--- src/herp_pkg.sv ---
// Shared types and constants for the heading error to rudder pulse block.
`default_nettype none
package herp_pkg;

  localparam int ANGLE_W = 32;
  localparam int CW = 36;
  localparam int ATAN_TABLE_SIZE = 24;
  localparam int PULSE_W = 11;
  localparam int SPAN_W = 10;
  localparam int PROD_W = ANGLE_W + SPAN_W;

  localparam logic [ANGLE_W-1:0] HALF_TURN = 32'h8000_0000;
  localparam logic [PULSE_W-1:0] PULSE_MIN = 11'd1000;
  localparam logic [PULSE_W-1:0] PULSE_MAX = 11'd2000;
  localparam logic [SPAN_W-1:0] PULSE_SPAN = 10'd1000;

  // atan(2^-i) in binary angle units, 2^32 per turn
  localparam logic [ANGLE_W-1:0] ATAN_TURNS [ATAN_TABLE_SIZE] = '{
    32'h20000000, 32'h12E4051E, 32'h09FB385B, 32'h051111D4,
    32'h028B0D43, 32'h0145D7E1, 32'h00A2F61E, 32'h00517C55,
    32'h0028BE53, 32'h00145F2F, 32'h000A2F98, 32'h000517CC,
    32'h00028BE6, 32'h000145F3, 32'h0000A2FA, 32'h0000517D,
    32'h000028BE, 32'h0000145F, 32'h00000A30, 32'h00000518,
    32'h0000028C, 32'h00000146, 32'h000000A3, 32'h00000051
  };

  typedef struct packed {
    logic                    valid;
    logic                    zero;
    logic signed [CW-1:0]    x;
    logic signed [CW-1:0]    y;
    logic [ANGLE_W-1:0]      z;
  } cordic_t;

  typedef struct packed {
    logic               valid;
    logic [ANGLE_W-1:0] angle;
  } lane_out_t;

endpackage
`default_nettype wire

--- src/herp_cordic_stage.sv ---
// One registered CORDIC vectoring iteration.
`default_nettype none
module herp_cordic_stage
  import herp_pkg::*;
#(
  parameter int SHIFT = 0
) (
  input  wire logic    clk,
  input  wire logic    rst,
  input  wire cordic_t d,
  output cordic_t      q
);

  logic                 valid;
  logic                 zero;
  logic signed [CW-1:0] x;
  logic signed [CW-1:0] y;
  logic [ANGLE_W-1:0]   z;

  logic signed [CW-1:0] x_next;
  logic signed [CW-1:0] y_next;
  logic [ANGLE_W-1:0]   z_next;
  logic signed [CW-1:0] xs;
  logic signed [CW-1:0] ys;

  always_comb begin
    xs = d.x >>> SHIFT;
    ys = d.y >>> SHIFT;
    if (d.y > 0) begin
      x_next = d.x + ys;
      y_next = d.y - xs;
      z_next = d.z + ATAN_TURNS[SHIFT];
    end else begin
      x_next = d.x - ys;
      y_next = d.y + xs;
      z_next = d.z - ATAN_TURNS[SHIFT];
    end
  end

  always_ff @(posedge clk) begin
    if (rst) begin
      valid <= 1'b0;
    end else begin
      valid <= d.valid;
    end
  end

  always_ff @(posedge clk) begin
    zero <= d.zero;
    x    <= x_next;
    y    <= y_next;
    z    <= z_next;
  end

  assign q = '{valid: valid, zero: zero, x: x, y: y, z: z};

endmodule
`default_nettype wire

--- src/herp_lane.sv ---
// One CORDIC atan2 lane: half-plane fold and scaling, then the iteration pipeline.
`default_nettype none
module herp_lane
  import herp_pkg::*;
#(
  parameter int ITERATIONS = 16
) (
  input  wire logic        clk,
  input  wire logic        rst,
  input  wire logic        in_valid,
  input  wire logic [15:0] vx,
  input  wire logic [15:0] vy,
  output lane_out_t        out
);

  logic                 valid;
  logic                 zero;
  logic signed [CW-1:0] x;
  logic signed [CW-1:0] y;
  logic [ANGLE_W-1:0]   z;

  logic                 neg;
  logic signed [16:0]   xe;
  logic signed [16:0]   ye;
  logic signed [16:0]   xn;
  logic signed [16:0]   yn;

  cordic_t chain [ITERATIONS+1];

  always_comb begin
    xe  = {vx[15], vx};
    ye  = {vy[15], vy};
    neg = vx[15];
    xn  = neg ? -xe : xe;
    yn  = neg ? -ye : ye;
  end

  always_ff @(posedge clk) begin
    if (rst) begin
      valid <= 1'b0;
    end else begin
      valid <= in_valid;
    end
  end

  // scale by 2^16 after folding the left half plane onto the right
  always_ff @(posedge clk) begin
    zero <= (vx == 16'd0) && (vy == 16'd0);
    x    <= {{(CW-33){xn[16]}}, xn, 16'd0};
    y    <= {{(CW-33){yn[16]}}, yn, 16'd0};
    z    <= neg ? HALF_TURN : '0;
  end

  assign chain[0] = '{valid: valid, zero: zero, x: x, y: y, z: z};

  for (genvar i = 0; i < ITERATIONS; i++) begin : g_iter
    herp_cordic_stage #(
      .SHIFT(i)
    ) u_stage (
      .clk(clk),
      .rst(rst),
      .d  (chain[i]),
      .q  (chain[i+1])
    );
  end

  assign out.valid = chain[ITERATIONS].valid;
  assign out.angle = chain[ITERATIONS].zero ? '0 : chain[ITERATIONS].z;

endmodule
`default_nettype wire

--- config.mk ---
export PLATFORM = sky130hd
export DESIGN_NAME = herp_lane
export DESIGN_NICKNAME = d
export VERILOG_FILES = /design/src/herp_pkg.sv /design/src/herp_cordic_stage.sv /design/src/herp_lane.sv
export SDC_FILE = /design/constraint.sdc
export NUM_CORES = 2
export LEC_CHECK = 0
export BUFFER_PORTS_ARGS = -buffer_cell sky130_fd_sc_hd__buf_2
export CELL_PAD_IN_SITES_DETAIL_PLACEMENT = 1
export CELL_PAD_IN_SITES_GLOBAL_PLACEMENT = 1
export CORE_MARGIN = 2
export CORE_UTILIZATION = 40
export DETAILED_ROUTE_END_ITERATION = 12
export PLACE_DENSITY_LB_ADDON = 0.1
export SLEW_MARGIN = 40
export SYNTH_ARGS = -nofsm -noshare
export SYNTH_HDL_FRONTEND = slang
export SYNTH_SLANG_ARGS = --single-unit
--- constraint.sdc ---
create_clock -name clk -period 6.9 [get_ports clk]
set_clock_uncertainty 0.1 [all_clocks]
set_input_delay 1.38 -clock clk [delete_from_list [all_inputs] [get_ports clk]]
set_output_delay 1.38 -clock clk [all_outputs]
set_load 0.05 [all_outputs]
Yosys cells after proc, flatten, opt, wreduce, memory -nomap -nowiden
Cells that the tools add are included.
{ "op_classes": {"add_sub_neg": 91, "magnitude_cmp": 16, "mux": 49, "n_reduce_logical": 3} }
{ "ops": {"columns": ["operator", "count"], "rows": [
  ["36-bit 2-to-1 mux", 29],
  ["32-bit 2-to-1 mux", 18],
  ["36-bit by 1-bit greater-than comparator with 1-bit output (second input constant)", 15],
  ["36-bit by 23-bit adder with 36-bit output", 2],
  ["36-bit by 24-bit adder with 36-bit output", 2],
  ["36-bit by 25-bit adder with 36-bit output", 2],
  ["36-bit by 26-bit adder with 36-bit output", 2],
  ["36-bit by 27-bit adder with 36-bit output", 2],
  ["36-bit by 28-bit adder with 36-bit output", 2],
  ["36-bit by 29-bit adder with 36-bit output", 2],
  ["36-bit by 30-bit adder with 36-bit output", 2],
  ["36-bit by 31-bit adder with 36-bit output", 2],
  ["36-bit by 32-bit adder with 36-bit output", 2],
  ["36-bit by 33-bit adder with 36-bit output", 2],
  ["36-bit by 34-bit adder with 36-bit output", 2],
  ["36-bit by 35-bit adder with 36-bit output", 2],
  ["36-bit by 23-bit subtractor with 36-bit output", 2],
  ["36-bit by 24-bit subtractor with 36-bit output", 2],
  ["36-bit by 25-bit subtractor with 36-bit output", 2],
  ["36-bit by 26-bit subtractor with 36-bit output", 2],
  ["36-bit by 27-bit subtractor with 36-bit output", 2],
  ["36-bit by 28-bit subtractor with 36-bit output", 2],
  ["36-bit by 29-bit subtractor with 36-bit output", 2],
  ["36-bit by 30-bit subtractor with 36-bit output", 2],
  ["other kinds (46)", 55]
]} }
{ "word_totals": {"ff_bits": 1656, "inputBits": 35, "output_inout_bits": 33} }

Depth between registers and ports, before layout
{ "depth": {"depth_word": 2, "mapped_depth": 27, "mapped_depth_nobuf": 24} }

Hierarchy
A second synthesis with hierarchy kept.
{ "hier_totals": {"hier_cells": 16714, "hier_area_um2": 138147.5} }
{ "modules_own_cells": {"columns": ["mod", "n_inst", "cells_each", "area_per_inst_um2"], "rows": [
  ["herp_cordic_stage (g_iter[3].u_stage)", 1, 1118, 9012.4],
  ["herp_cordic_stage (g_iter[4].u_stage)", 1, 1076, 8817.2],
  ["herp_cordic_stage (g_iter[5].u_stage)", 1, 1078, 8795.9],
  ["herp_cordic_stage (g_iter[15].u_stage)", 1, 1072, 8709.6],
  ["herp_cordic_stage (g_iter[9].u_stage)", 1, 1064, 8674.6],
  ["herp_cordic_stage (g_iter[0].u_stage)", 1, 1090, 8629.5],
  ["herp_cordic_stage (g_iter[2].u_stage)", 1, 1040, 8595.7],
  ["herp_cordic_stage (g_iter[12].u_stage)", 1, 1029, 8593.2],
  ["herp_cordic_stage (g_iter[1].u_stage)", 1, 1024, 8583.2],
  ["herp_cordic_stage (g_iter[6].u_stage)", 1, 1032, 8486.9],
  ["herp_cordic_stage (g_iter[8].u_stage)", 1, 1025, 8485.6],
  ["herp_cordic_stage (g_iter[7].u_stage)", 1, 1010, 8415.6],
  ["herp_cordic_stage (g_iter[13].u_stage)", 1, 1010, 8334.2],
  ["herp_cordic_stage (g_iter[11].u_stage)", 1, 972, 8181.6],
  ["+3 rows", null, null, null]
]} }

Worst setup path before layout
Ideal clock, no wire load.
{ "synth_path": {"kind": "reg2reg", "start": "register g_iter[5].u_stage.y[27]", "end": "register g_iter[6].u_stage.y[35]", "setup_time_ns": 0.124, "arrival_ns": 5.823, "t_required_ns": 6.676, "slack_ns": 0.853, "stages_incl_launch_ff": 25, "period_less_slack_ns": 6.047, "path_cell_list": "dfxtp_1 or3_1 or3_1 or2_2 nand4b_1 nor4_2 nand3_1 nor2b_1 clkbuf_1 clkbuf_1 nand2_1 o21ai_0 ha_1 fa_1 a21o_1 a21oi_1 o21bai_1 a21oi_1 o41ai_1 o21bai_1 a221o_1 and4_1 a2111oi_0 a21oi_1 xor2_1"} }
{ "synth_via": {"elab_chain_cells": 2, "word_cells_on_any_way": 4, "classes_between": "add/sub (2); order compare (1); mux (1)"} }
{ "synth_rtl": {"columns": ["item", "line", "text"], "rows": [
  ["from (decl)", "herp_cordic_stage.sv:17", "logic signed [CW-1:0] y;"],
  ["from (signal assigned)", "herp_cordic_stage.sv:51", "y <= y_next;"],
  ["36-bit by 30-bit adder with 36-bit output (tied with other cells)", "herp_cordic_stage.sv:35", "y_next = d.y + xs;"],
  ["36-bit 2-to-1 mux *", "herp_cordic_stage.sv:29", "if (d.y > 0) begin"],
  ["named net g_iter[6].u_stage.y_next[35]", "herp_cordic_stage.sv:21", "logic signed [CW-1:0] y_next;"],
  ["to (signal assigned)", "herp_cordic_stage.sv:51", null],
  ["to (decl)", "herp_cordic_stage.sv:17", null]
]} }
The timed path passes the listed nets; every way through them passes the cells marked *.
A chain may end at the register's enable or synchronous reset.

Final worst setup path
{ "layout_path": {"start": "register g_iter[12].u_stage.y[18]", "end": "register g_iter[13].u_stage.z[31]"} }
{ "layout_via": {"elab_chain_cells": 2} }
{ "layout_rtl": {"columns": ["item", "line", "text"], "rows": [
  ["from (decl)", "herp_cordic_stage.sv:17", null],
  ["from (signal assigned)", "herp_cordic_stage.sv:51", null],
  ["36-bit by 1-bit greater-than comparator with 1-bit output", "herp_cordic_stage.sv:29", null],
  ["32-bit 2-to-1 mux", "herp_cordic_stage.sv:29", null],
  ["named net g_iter[13].u_stage.z_next[31]", "herp_cordic_stage.sv:22", "logic [ANGLE_W-1:0] z_next;"],
  ["to (signal assigned)", "herp_cordic_stage.sv:52", "z <= z_next;"],
  ["to (decl)", "herp_cordic_stage.sv:18", "logic [ANGLE_W-1:0] z;"]
]} }
The timed path passes the listed nets, and every way through them passes these cells.

==> impl_metrics.json <==
{
  "relSlewSlack": 0.353,
  "post-route-period-util": 0.930,
  "vias": 89700,
  "yosysSeqAreaShare": 0.274,
  "synthTopCellsByCount": "dfxtp_1 (1406), ha_1 (1302), xnor2_1 (1181)",
  "synth_top_area_share": 0.274,
  "synth_area_leaders": "dfxtp_1 (27%), ha_1 (16%), xnor2_1 (10%)",
  "synthCells": 12100,
  "io_buffers": 66,
  "place.gp.congestion": 0.923,
  "first_global_vias": 94100,
  "cp-end-kind": "flop",
  "fmax_ghz": 0.156,
  "ys.flop_type": "dfxtp_1",
  "fp.dieW_microns": 511,
  "syn-cell-area_sq_um": 103000,
  "path_clk_slew_ns": 0.07,
  "ctsRootBufferMaster": "clkbuf_16",
  "start_kind": "flop",
  "drt_iter0_markers": 4252,
  "final_nets": 13700,
  "cts.sinks": 1406,
  "track_usage": 0.262,
  "syn2layout_area_growth_pct": 10.7,
  "clock_path_buffers": 4,
  "crit_cells": 22,
  "arrival_ns": 7.08,
  "ys_ff_latch": 1406,
  "grt_pass1_wl_microns": 548000,
  "hold_path.class": "reg -> reg",
  "die-area_sq_um": 261000,
  "drv_slew": 0,
  "drcViolationCount": 0,
  "reg2reg_depth": 22,
  "drt-wirelength-per-cell_microns": 22.2,
  "routed_wl_microns": 351000,
  "fp.coreArea_sq_um": 256000,
  "yosysUniqueCellTypes": 106,
  "slowest_stage": "or4_1",
  "cts_made_buffers": 178,
  "yosysWarnings": 0,
  "crit_top_cell": "a21oi_1",
  "grt.overflow.total": 0,
  "final-hold-violation-count": 0,
  "row_count": 186,
  "hold_slack_ns": 0.220,
  "critPathTopFamily": "compound AO/OA/AOI/OAI gates",
  "start_util": 0.401,
  "clk_latency_ns": 0.87,
  "cp_max_fo": 24,
  "cts_tree": "done",
  "synth_edf_count": 0,
  "grt_max_degree": 54,
  "final_area_sq_um": 114000,
  "dpl.hpwl_microns": 292000,
  "min_path_cells": 0,
  "io_pins": 68,
  "htreeDepth": 4,
  "syn-mean-instance-area_sq_um": 8.46,
  "critPathBufInv": 2,
  "dpl_cell_area_sq_um": 108000,
  "criticalPathCategory": "reg -> reg",
  "setup_violations": 0,
  "async_flop_share": 0,
  "drive_above_1_share": 0.0511,
  "outcome": "finished, final reports clean",
  "worst_pin_slew_ns": 0.962,
  "hold_buffers": 0,
  "die_y_microns": 511,
  "vias_per_cell": 5.66,
  "worstPathRequired_ns": 7.57,
  "drtAntennaViolNets": 0,
  "synth_top_area_cell": "dfxtp_1",
  "first_pass_iters": 7,
  "grt_setup_unrepaired": "yes",
  "cp_cell_sequence": "or4_1 -> nor4_1 -> nand2b_1 -> nor4_4 -> inv_2 -> nor2_4 -> nand4_2 -> nor2b_4 -> buf_4 -> ha_1 -> fa_1 -> a21o_1 -> a21o_1 -> a21oi_1 -> a21oi_1 -> a41oi_1 -> a21oi_1 -> o21a_1 -> a2111o_1 -> a21o_1 -> a21oi_1 -> xnor2_1",
  "maxCapViolCount": 0,
  "antenna_found_initial": 16,
  "period_minus_slack_ns": 6.42,
  "slowest_delay_ns": 0.62,
  "synth.most_common_cell": "dfxtp_1"
}
==> worst register-to-register path, cell delays in order (launching register included) <==
cell and delay, ns:
dfxtp_1 0.35, or4_1 0.62, nor4_1 0.35, nand2b_1 0.22, nor4_4 0.29, inv_2 0.15, nor2_4 0.17, nand4_2 0.27
nor2b_4 0.32, buf_4 0.28, ha_1 0.26, fa_1 0.44, a21o_1 0.21, a21o_1 0.20, a21oi_1 0.22, a21oi_1 0.17
a41oi_1 0.37, a21oi_1 0.19, o21a_1 0.28, a2111o_1 0.39, a21o_1 0.17, a21oi_1 0.18, xnor2_1 0.14
==> path summary, 6_finish.rpt <==
| check | from | endpoint | slack [ns] |
|---|---|---|---|
| max | g_iter[12].u_stage.y[18]$_DFF_P_ | g_iter[13].u_stage.z[31]$_DFF_P_ | 0.48 |
| min | g_iter[4].u_stage.zero$_DFF_P_ | g_iter[5].u_stage.zero$_DFF_P_ | 0.22 |
| max reg2reg | g_iter[12].u_stage.y[18]$_DFF_P_ | g_iter[13].u_stage.z[31]$_DFF_P_ | 0.48 |
| min reg2reg | g_iter[4].u_stage.zero$_DFF_P_ | g_iter[5].u_stage.zero$_DFF_P_ | 0.22 |
==> cell type report <==
cell class              instances  area (sq um)
inverters                     519          1960
repair buffers                160          1080
well taps                    3384          4230
flip-flops and latches       1406         28100
clock buffers                 231          4990
diodes                          6          15.0
clock inverters                86          1090
fillers                     30100        142000
multi-input cells           10100         72300
==> flip-flops by register name, summed over array words and instances, names as in the netlist <==
name,flops
valid,1
y,17
g_iter.u_stage.valid,16
g_iter.u_stage.x,426
g_iter.u_stage.y,472
zero,1
z,1
x,17
g_iter.u_stage.zero,16
g_iter.u_stage.z,439
==> stage by stage <==
step | util | TNS (ns) | setup WS (ns) | instances
2_1_floorplan | - | 0 | 0.853 | 12100
3_3_place_gp | 0.420 | 0 | 0.493 | 15500
6_report | 0.444 | 0 | 0.485 | 15800
3_5_place_dp | 0.420 | 0 | 0.185 | 15500
5_1_grt | 0.444 | -0.0728 | -0.0594 | 15800
4_1_cts | 0.444 | 0 | 0.156 | 15800
==> cells by family (layout without fill, tap and decap cells) <==
family                   after synthesis  after routing  share of synthesized area
adder cells (fa/ha/maj)             1338           1338                      0.165
buffers and inverters                691            996                     0.0256
multiplexers                          34             34                    0.00349
other                                  1              8                  0.0000365
flip-flops                          1406           1406                      0.274
AO/OA/AOI/OAI                       3662           3662                      0.226
XOR/XNOR                            1753           1753                      0.149
AND/OR/NAND/NOR                     3263           3263                      0.156
==> cells in the final DEF (no fill, tap or decap), types with 25 or more instances in the layout <==
cell,instances
dfxtp_1,1405
ha_1,1302
xnor2_1,1178
a21oi_1,1133
nor2_1,928
o21ai_0,772
nand2_1,725
xor2_1,572
a21o_1,523
inv_1,503
nor3_1,284
nand3_1,216
nand2b_1,203
o21bai_1,194
o21a_1,181
clkbuf_16,181
nor2b_1,177
o31ai_1,168
or3_1,127
and3_1,107
nor4_1,105
buf_4,90
a31oi_1,88
a211oi_1,87
nand4_1,83
buf_2,66
and2_1,65
or4_1,61
o41ai_1,61
a21boi_0,53
or2_2,49
o211ai_1,37
fa_1,36
a211o_1,32
a2111oi_0,28
clkinv_2,28
clkbuf_8,27
o31a_1,25
==> timing repair <==
| action | CTS | global route |
|---|---|---|
| buffers inserted | 0 | 2 |
| resized for setup | 0 | 9 |
| setup endpoints to repair | 0 | 21 |
==> per-layer routing <==
metal / vias up / GRT usage / share of wire
li1: 44000 / - / -
met1: 43700 / 0.323 / 0.44
met2: 1346 / 0.469 / 0.49
met3: 551 / 0.0238 / 0.029
met4: 2 / 0.0970 / 0.041
met5: - / 0 / 0.000028
Power is not shown: default switching activity piles up to over one toggle a cycle in this logic, so the estimate is an artifact.
