<file path="config.mk">
export PLATFORM = sky130hd
export DESIGN_NAME = herp_merge
export DESIGN_NICKNAME = d
export VERILOG_FILES = /design/src/herp_pkg.sv /design/src/herp_merge.sv
export SDC_FILE = /design/constraint.sdc
export NUM_CORES = 1
export LEC_CHECK = 0
export BUFFER_PORTS_ARGS = -buffer_cell sky130_fd_sc_hd__buf_4
export CORE_MARGIN = 5
export CORE_UTILIZATION = 40
export CTS_CLUSTER_SIZE = 8
export DETAILED_ROUTE_END_ITERATION = 10
export GPL_TIMING_DRIVEN = 0
export PLACE_DENSITY = 0.64
export SLEW_MARGIN = 20
export SYNTH_ARGS = -nofsm -noshare
export SYNTH_HDL_FRONTEND = slang
export SYNTH_SLANG_ARGS = --single-unit
</file>
<file path="constraint.sdc">
create_clock -name clk -period 14.8 [get_ports clk]
set_input_delay 0.74 -clock clk [delete_from_list [all_inputs] [get_ports clk]]
set_output_delay 0.74 -clock clk [all_outputs]
set_load 0.03 [all_outputs]
</file>
<file path="src/herp_pkg.sv">
// Shared types and constants for the heading error to rudder pulse block.
`default_nettype none
package herp_pkg;

  localparam int ANGLE_W = 32;
  localparam int CW = 36;
  localparam int ATAN_TABLE_SIZE = 24;
  localparam int PULSE_W = 11;
  localparam int SPAN_W = 10;
  localparam int PROD_W = ANGLE_W + SPAN_W;

  localparam logic [ANGLE_W-1:0] HALF_TURN = 32'h8000_0000;
  localparam logic [PULSE_W-1:0] PULSE_MIN = 11'd1000;
  localparam logic [PULSE_W-1:0] PULSE_MAX = 11'd2000;
  localparam logic [SPAN_W-1:0] PULSE_SPAN = 10'd1000;

  // atan(2^-i) in binary angle units, 2^32 per turn
  localparam logic [ANGLE_W-1:0] ATAN_TURNS [ATAN_TABLE_SIZE] = '{
    32'h20000000, 32'h12E4051E, 32'h09FB385B, 32'h051111D4,
    32'h028B0D43, 32'h0145D7E1, 32'h00A2F61E, 32'h00517C55,
    32'h0028BE53, 32'h00145F2F, 32'h000A2F98, 32'h000517CC,
    32'h00028BE6, 32'h000145F3, 32'h0000A2FA, 32'h0000517D,
    32'h000028BE, 32'h0000145F, 32'h00000A30, 32'h00000518,
    32'h0000028C, 32'h00000146, 32'h000000A3, 32'h00000051
  };

  typedef struct packed {
    logic                    valid;
    logic                    zero;
    logic signed [CW-1:0]    x;
    logic signed [CW-1:0]    y;
    logic [ANGLE_W-1:0]      z;
  } cordic_t;

  typedef struct packed {
    logic               valid;
    logic [ANGLE_W-1:0] angle;
  } lane_out_t;

endpackage
`default_nettype wire

</file>
<file path="src/herp_merge.sv">
// Angle difference, wrap, linear map to servo pulse and clamp.
`default_nettype none
module herp_merge
  import herp_pkg::*;
(
  input  wire logic       clk,
  input  wire logic       rst,
  input  wire lane_out_t  boat,
  input  wire lane_out_t  target,
  output logic            done,
  output logic [PULSE_W-1:0] rudder_pulse,
  output logic            saturated
);

  logic                 valid1;
  logic [PROD_W-1:0]    prod;

  logic [ANGLE_W-1:0]   u;
  logic [PROD_W-1:0]    rounded;
  logic [PULSE_W:0]     pulse_raw;
  logic [PULSE_W-1:0]   pulse_next;
  logic                 sat_next;

  // wrapped difference offset by half a turn: flipping the MSB adds 2^31
  assign u = (target.angle - boat.angle) ^ HALF_TURN;

  always_ff @(posedge clk) begin
    if (rst) begin
      valid1 <= 1'b0;
      done   <= 1'b0;
    end else begin
      valid1 <= boat.valid & target.valid;
      done   <= valid1;
    end
  end

  always_ff @(posedge clk) begin
    prod <= PROD_W'(u) * PROD_W'(PULSE_SPAN);
  end

  always_comb begin
    rounded   = prod + PROD_W'(HALF_TURN);
    pulse_raw = (PULSE_W+1)'(PULSE_MIN) + (PULSE_W+1)'(rounded[PROD_W-1:ANGLE_W]);
    priority if (pulse_raw > (PULSE_W+1)'(PULSE_MAX)) begin
      pulse_next = PULSE_MAX;
      sat_next   = 1'b1;
    end else if (pulse_raw < (PULSE_W+1)'(PULSE_MIN)) begin
      pulse_next = PULSE_MIN;
      sat_next   = 1'b1;
    end else begin
      pulse_next = pulse_raw[PULSE_W-1:0];
      sat_next   = 1'b0;
    end
  end

  always_ff @(posedge clk) begin
    rudder_pulse <= pulse_next;
    saturated    <= sat_next;
  end

endmodule
`default_nettype wire

</file>
# After elaboration in Yosys (flattened, before gate mapping)
# Cells that the tools add are included.
[totals] reg_bits=53 inputBits=68 out_inout_bits=13
[classes] addsub=3 mul=1 magnitude_cmp=2 muxes=2 bitwise=2 n_reduce_logical=1
[ops] cell="$add A42 B32 Y42 const B" n=1
[ops] cell="$mul A32 B7 Y39 const B" n=1
[ops] cell="$sub A32 B32 Y32" n=1
[ops] cell="$add A10 B10 Y11 const A" n=1
[ops] cell="$gt A11 B11 Y1 const B" n=1
[ops] cell="$lt A11 B10 Y1 const B" n=1
[ops] cell="$mux W11" n=1
[ops] cell="$reduce_or A2 Y1" n=1
[ops] cell="$and A1 B1 Y1" n=1
[ops] cell="$mux W1" n=1
[ops] cell="$not A1 Y1" n=1

# Logic depth before layout (Yosys ltp)
# Gate-level depths: netlist of the first run.
[depth] ltp_word=4 ltp_mapped=29 mapped_depth_nobuf=29

# Least setup slack after synthesis of the first run
# OpenSTA, ideal clock, no wires.
[synth_path] path_kind="in2reg" startpoint="input target[0] in the netlist's numbering" endpoint="register prod[41]" t_arrival_ns=6.924 t_required_ns=14.728 slack_ns=7.803 path_stages=28 n_path_buf=0 cell_sequence="inv_1 -> ha_1 -> fa_1 -> nor2b_1 -> o21a_1 -> o21a_1 -> o21ai_1 -> o21ba_2 -> o21ai_1 -> nor2_1 -> o21ai_0 -> xor2_1 -> ha_1 -> fa_1 -> inv_1 -> fa_1 -> fa_1 -> inv_1 -> ha_1 -> nand4_1 -> o21bai_1 -> a2111oi_0 -> o31ai_1 -> o21ai_1 -> a31oi_1 -> a21o_1 -> a21oi_1 -> xnor2_1"
[synth_via] elab_chain_len=3
[synth_rtl] element="start, declared" line_no="herp_merge.sv:9" source="input wire lane_out_t target,"
[synth_rtl] element="$sub A32 B32 Y32 (*)" line_no="herp_merge.sv:25" source="assign u = (target.angle - boat.angle) ^ HALF_TURN;"
[synth_rtl] element="$not A1 Y1 (no line)"
[synth_rtl] element="$mul A32 B7 Y39 (*)" line_no="herp_merge.sv:38" source="prod <= PROD_W'(u) * PROD_W'(PULSE_SPAN);"
[synth_rtl] element="end signal, assigned" line_no="herp_merge.sv:38"
[synth_rtl] element="end, declared" line_no="herp_merge.sv:16" source="logic [PROD_W-1:0] prod;"
# Mark *: on every way between the ends. The rest lies on a longest branch, timed or not.
# A chain may end at the register's enable or synchronous reset.

# Final worst setup path of the first run
[layout_path] startpoint="input boat[0] in the netlist's numbering" endpoint="register prod[41]"
[layout_via] elab_chain_len=3
[layout_rtl] element="start, declared" line_no="herp_merge.sv:8" source="input wire lane_out_t boat,"
[layout_rtl] element="$sub A32 B32 Y32 (*)" line_no="herp_merge.sv:25"
[layout_rtl] element="$not A1 Y1 (no line)"
[layout_rtl] element="$mul A32 B7 Y39 (*)" line_no="herp_merge.sv:38"
# Marks and branches as above.

==> flow_metrics.env, run 1 <==
export IMPL_hold_buffers=0
export IMPL_cp_required_ps=14980
export IMPL_wl_mm=13.66
export IMPL_tightestPinTransition_ps=890.2
export IMPL_timing_fmax_mhz=132.7
export IMPL_outcome="finished clean"
export IMPL_dieArea_sq_um=21390
export IMPL_coreArea_sq_um=18150
export IMPL_start_util_pct=40.92
export IMPL_synth_cells=851
export IMPL_cts_setup_buffers=0
export IMPL_grtUsageTotal_pct=12.98
export IMPL_antenna_cells=0
export IMPL_avgSynthCellArea_sq_um=8.726
export IMPL_synth_edff_count=0
export IMPL_die_x_um=146.3
export IMPL_synth_top_flop_cell="dfxtp_1"
export IMPL_clk_pin_slew_ps=60
export IMPL_via_per_inst=4.855
export IMPL_slew_headroom_pct=40.45
export IMPL_cts_root_buf="clkbuf_16"
export IMPL_drive_gt1_share_pct=12.62
export IMPL_crit_path_end_kind="flop"
export IMPL_synth_async_reset_ratio_pct=0
export IMPL_dp_hpwl_mm=12.36
export IMPL_drt_pass1_iter_count=4
export IMPL_grt_max_degree=15
export IMPL_drtAntennaViolNets=0
export IMPL_cap_violations=0
export IMPL_wl_per_cell_um=11.73
export IMPL_cp_common_cell="fa_1"
export IMPL_ys_ff_latch=25
export IMPL_grt_ovfl_total=0
export IMPL_numPortBuffers=80
export IMPL_finalNetCount=1216
export IMPL_yosys_warnings=0
export IMPL_layout_min_cycle_time_ps=7534
export IMPL_hold_viol_final=0
export IMPL_cts_sinks=25
export IMPL_cts_tree="built"
export IMPL_clock_latency_ps=260
export IMPL_cts_buffer_depth=2
export IMPL_cts_buffers=3
export IMPL_finClkSkew_ps=5.527
export IMPL_rows=49
export IMPL_critPathSlowestCell="fa_1"
export IMPL_critPathMaxFanout=5
export IMPL_syn_to_final_growth_pct=13.02
export IMPL_critical_path_class="primary input to flop"
export IMPL_place_congestion=0.8016
export IMPL_vias=5651
export IMPL_grt_pass1_wl_mm=24.74
export IMPL_min_path_type="flop to flop"
export IMPL_crit_path_start_kind="primary input"
export IMPL_yosysUniqueCellTypes=63
export IMPL_fillers=1829
export IMPL_htree_levels=1
export IMPL_crit_path_max_incr_delay_ps=540
export IMPL_seq_area_frac_synth_pct=6.740
export IMPL_rsz0062_at_grt="false"
export IMPL_fin_crit_sh_pct=50.90
export IMPL_drtIter0Drc=222
export IMPL_setup_violations=0
export IMPL_syn_nets=1131
export IMPL_grt_pass1_vias=5658
export IMPL_drc_errors=0
export IMPL_syn_area_sq_um=7426
export IMPL_ios=81
export IMPL_antenna_found_initial=0
export IMPL_finalMaxSlewViolations=0
export IMPL_cp_arrival_ps=7720
export IMPL_tns_ps=0
export IMPL_ctsResizeCount=0
export IMPL_die_y_um=146.3
## placed cells by master (no fill, tap or decap), types with 5 or more instances in the layout
master,n
nor3_1,17
a31oi_1,7
buf_2,6
nand2_1,38
buf_4,80
nand4_1,9
a21oi_1,53
maj3_1,7
or3_1,7
nor2b_1,7
dfxtp_1,25
fa_1,104
o21ai_1,8
or2_2,5
inv_1,179
nand3_1,24
xnor2_1,49
ha_1,108
and3_1,8
o21bai_1,6
xor2_1,20
xnor2_2,5
a211oi_1,7
nand2b_1,8
o21ai_0,17
o21a_1,8
a21o_1,15
clkbuf_1,9
nor2_1,33
## layer usage
layer	global-route usage, %	up-vias	part of all wire, %
li1	-	2972	-
met5	0	-	0
met1	18.91	2591	51
met3	0.6817	8	2.6
met2	22.11	80	46
met4	1.411	0	0.59
## through the flow
step                std cells  worst slack [ps]  util [%]  cell area (sq um)  hold slack [ps]
floorplan                 851              7803         -               7426            413.8
global placement         1160              6949     45.81               8313            437.5
detailed placement       1160              6976     45.81               8313            438.5
CTS                      1164              7221     46.25               8393            451.1
global route             1164              6720     46.25               8393            459.7
finish                   1164              7266     46.25               8393            446.5
## sequential cells by signal (all words and copies together) (netlist names)
name          cells
valid1            1
done              1
saturated         1
prod             11
rudder_pulse     11
## kinds of logic (layout without fill, tap and decap cells)
kind of cell    Yosys count  in the layout  synth area share, %
mux                       3              3               0.4044
buf+inv                 199            283                10.36
compound gates          160            160                14.25
simple gates            169            169                11.39
xor+xnor                 76             76                9.671
fa+ha+maj               219            219                47.18
flops                    25             25                6.740
## critical path, delay by kind of cell
kind | cells | cell delay, ps
fa+ha+maj | 7 | 2830
xor+xnor | 2 | 650
simple gates | 3 | 320
buf+inv | 3 | 200
compound gates | 13 | 2950
## final timing paths
path	start	end	slack (ps)	depth (start not counted)
max	boat[0]	prod[41]	7270	28
min	valid1	done	450	1
max reg2reg	prod[31]	rudder_pulse[0]	11690	11
min reg2reg	valid1	done	450	1
## Yosys cell counts, types with 9 or more instances
library cell	instances	area [sq um]
nand3_1	24	120.1
nand2_1	38	142.6
ha_1	108	1351
o21ai_0	17	85.08
xnor2_1	49	429.2
a21o_1	15	112.6
inv_1	179	671.9
nor3_1	17	85.08
a21oi_1	53	265.3
fa_1	104	2082
nand4_1	9	56.30
clkbuf_1	9	33.78
dfxtp_1	25	500.5
xor2_1	20	175.2
nor2_1	33	123.9
## area by class of cell
class | count | area, sq um | share of cell area [%]
inverter | 182 | 683.2 | 8.140
clock inverter | 1 | 5.005 | 0.05963
multi-input combinational | 627 | 6156 | 73.35
clock buffer | 3 | 75.07 | 0.8945
sequential | 25 | 500.5 | 5.963
timing repair buffer | 80 | 600.6 | 7.156
buffer | 17 | 86.33 | 1.029
tap | 229 | 286.5 | 3.414
Power of run 1 is not shown: default switching activity piles up to over one toggle a cycle in this logic, so the estimate is an artifact.
==> run 2, diff against run 1 <==
--- a/config.mk
+++ b/config.mk
@@ -5,13 +5,14 @@
 export SDC_FILE = /design/constraint.sdc
 export NUM_CORES = 1
 export LEC_CHECK = 0
+export ABC_AREA = 1
 export BUFFER_PORTS_ARGS = -buffer_cell sky130_fd_sc_hd__buf_4
 export CORE_MARGIN = 5
 export CORE_UTILIZATION = 40
 export CTS_CLUSTER_SIZE = 8
 export DETAILED_ROUTE_END_ITERATION = 10
 export GPL_TIMING_DRIVEN = 0
-export PLACE_DENSITY = 0.64
+export PLACE_DENSITY = 0.63
 export SLEW_MARGIN = 20
 export SYNTH_ARGS = -nofsm -noshare
 export SYNTH_HDL_FRONTEND = slang
==> constraint.sdc (replaced) <==
create_clock -name clk -period 7.8 [get_ports clk]
set_input_delay 0.39 -clock clk [delete_from_list [all_inputs] [get_ports clk]]
set_output_delay 0.39 -clock clk [all_outputs]
set_load 0.03 [all_outputs]
==> run 2 against run 1 <==
First-iteration DRC count is 50% higher. Hold slack worse by 150 ps. Critical endpoint unchanged. Final cell count is 43% higher. Highest routed layer unchanged. Critical path type unchanged. Routed wire length is 44% higher. Largest cell class unchanged. Via count grew 41%. Design area up 16%. Synthesized cell count increased by 53%. Clock-buffer cell count is 1 higher.
==> flow_metrics.env, run 2 <==
export IMPL_outcome="finished clean"
export IMPL_dp_hpwl_mm=18.07
export IMPL_grtUsageTotal_pct=16.63
export IMPL_ys_ff_latch=25
export IMPL_start_util_pct=40.20
export IMPL_yosys_warnings=0
export IMPL_seq_area_frac_synth_pct=5.758
export IMPL_final_common_cell="nand2_1"
export IMPL_synth_top_flop_cell="dfxtp_1"
export IMPL_cts_tree="built"
export IMPL_die_y_um=157.4
export IMPL_timing_fmax_mhz=162.1
export IMPL_ios=81
export IMPL_vias=7962
export IMPL_avgSynthCellArea_sq_um=6.676
export IMPL_crit_path_start_kind="primary input"
export IMPL_finClkSkew_ps=1.363
export IMPL_final_cell_mix="nand2_1, inv_1, ha_1"
export IMPL_cts_buffer_depth=2
export IMPL_synth_top_area_share_pct=23.95
export IMPL_grt_pass1_vias=7997
export IMPL_via_per_inst=4.779
export IMPL_layout_min_cycle_time_ps=6168
export IMPL_crit_path_end_kind="flop"
export IMPL_hold_start="rst"
export IMPL_grt_max_degree=14
export IMPL_holdPathEnd="valid1"
export IMPL_synth_edff_count=0
export IMPL_synth_area_top_cells="fa_1, ha_1, nand2_1"
export IMPL_cts_sinks=25
export IMPL_critical_path_class="primary input to flop"
export IMPL_drtAntennaViolNets=0
export IMPL_r2r_start="prod[31]"
export IMPL_rows=54
export IMPL_htree_levels=1
export IMPL_finalNetCount=1667
export IMPL_clk_pin_slew_ps=60
export IMPL_cp_arrival_ps=6320
export IMPL_synth_async_reset_ratio_pct=0
export IMPL_numPortBuffers=80
export IMPL_wl_mm=19.67
export IMPL_syn_area_sq_um=8692
export IMPL_yosysUniqueCellTypes=39
export IMPL_drtIter0Drc=334
export IMPL_cap_violations=0
export IMPL_ctsResizeCount=0
export IMPL_r2r_cells=12
export IMPL_dieArea_sq_um=24780
export IMPL_tightestPinTransition_ps=1011
export IMPL_rr_endpoint="rudder_pulse[5]"
export IMPL_clock_latency_ps=250
export IMPL_grt_ovfl_total=0
export IMPL_slew_headroom_pct=32.36
export IMPL_place_congestion=0.9084
export IMPL_coreArea_sq_um=21620
export IMPL_drive_gt1_share_pct=8.586
export IMPL_cts_buffers=3
export IMPL_syn_to_final_growth_pct=11.85
export IMPL_yosys_area_top_type="fa_1"
export IMPL_setup_violations=0
export IMPL_tns_ps=0
export IMPL_die_x_um=157.4
export IMPL_rsz0062_at_grt="false"
export IMPL_antenna_found_initial=0
export IMPL_hold_buffers=0
export IMPL_cts_setup_buffers=0
export IMPL_min_path_type="primary input to flop"
export IMPL_hold_viol_final=0
export IMPL_fin_crit_sh_pct=79.08
export IMPL_drt_pass1_iter_count=5
export IMPL_ff2ff_setup_slack_ps=5680
export IMPL_yosysMostFrequentCell="nand2_1"
export IMPL_synth_cells=1302
export IMPL_finalMaxSlewViolations=0
export IMPL_grt_pass1_wl_mm=35.08
export IMPL_syn_nets=1582
export IMPL_drc_errors=0
export IMPL_hold_depth=2
export IMPL_critPathMaxFanout=6
export IMPL_antenna_cells=0
export IMPL_synth_commonest_cells="nand2_1, inv_1, ha_1"
export IMPL_cts_root_buf="clkbuf_16"
export IMPL_cp_required_ps=7950
export IMPL_reg_top3="prod (11), rudder_pulse (11)"
export IMPL_wl_per_cell_um=11.81
run 2: metrics by stage:
stage | hold WS (ps) | setup WS, ps | instance area (sq um) | utilization, % | instances
after floorplan | 388.3 | 2318 | 8692 | - | 1302
after global placement | 391.6 | 1397 | 9643 | 44.60 | 1662
after detailed placement | 397.2 | 1380 | 9643 | 44.60 | 1662
after CTS | 290.5 | 1639 | 9722 | 44.97 | 1666
after global routing | 291.2 | 1148 | 9722 | 44.97 | 1666
final | 294.1 | 1632 | 9722 | 44.97 | 1666
run 2: how the worst max path moves through the flow:
stage                     slack (ps)  depth (start not counted)       from        to
after floorplan                 2320                         27  target[0]  prod[41]
after global placement          1400                         26    boat[0]  prod[41]
after detailed placement        1380                         26    boat[0]  prod[41]
after CTS                       1640                         26    boat[0]  prod[41]
after global routing            1150                         28    boat[0]  prod[41]
final                           1630                         27    boat[0]  prod[41]
run 2: cells by family after synthesis:
logic type               Yosys count  synth area share, %
AND/OR/NAND/NOR                  578                28.17
buffers and inverters            303                13.10
adder cells (fa/ha/maj)          212                39.50
AO/OA/AOI/OAI                    149                9.774
XOR/XNOR                          35                3.700
flip-flops                        25                5.758
run 2: final cells by class:
type / count / area (sq um)
plain buffers: 1 / 5.005
multi-input cells: 974 / 7053
inverters: 302 / 1134
clock buffers: 4 / 78.83
flip-flops and latches: 25 / 500.5
fillers: 2340 / 11900
repair buffers: 80 / 600.6
well taps: 280 / 350.3
run 2: layer usage:
| layer | global-route usage (%) | wire length, um |
|---|---|---|
| met5 | 0 | 0 |
| met2 | 30.02 | 9383 |
| met3 | 0.6049 | 411 |
| met4 | 3.154 | 371 |
| met1 | 22.39 | 9505 |
run 2: critical path, cell delays in order:
cell     delay (ps)
buf_4           110
ha_1            220
fa_1            420
inv_1           140
nand3_1         100
nand2_2         130
nand4_1         230
nand3_2         190
a21oi_1          90
xor2_1          300
inv_1           220
fa_1            530
inv_1            50
fa_1            500
fa_1            520
fa_1            540
inv_1            40
ha_1            410
nand2_1         110
nor2_1          140
inv_1            90
nor2_1          140
inv_1            70
nor3_1          210
nand4_1         210
nand4_1         150
nand2_1          60
Power of run 2 is left out for the same reason.
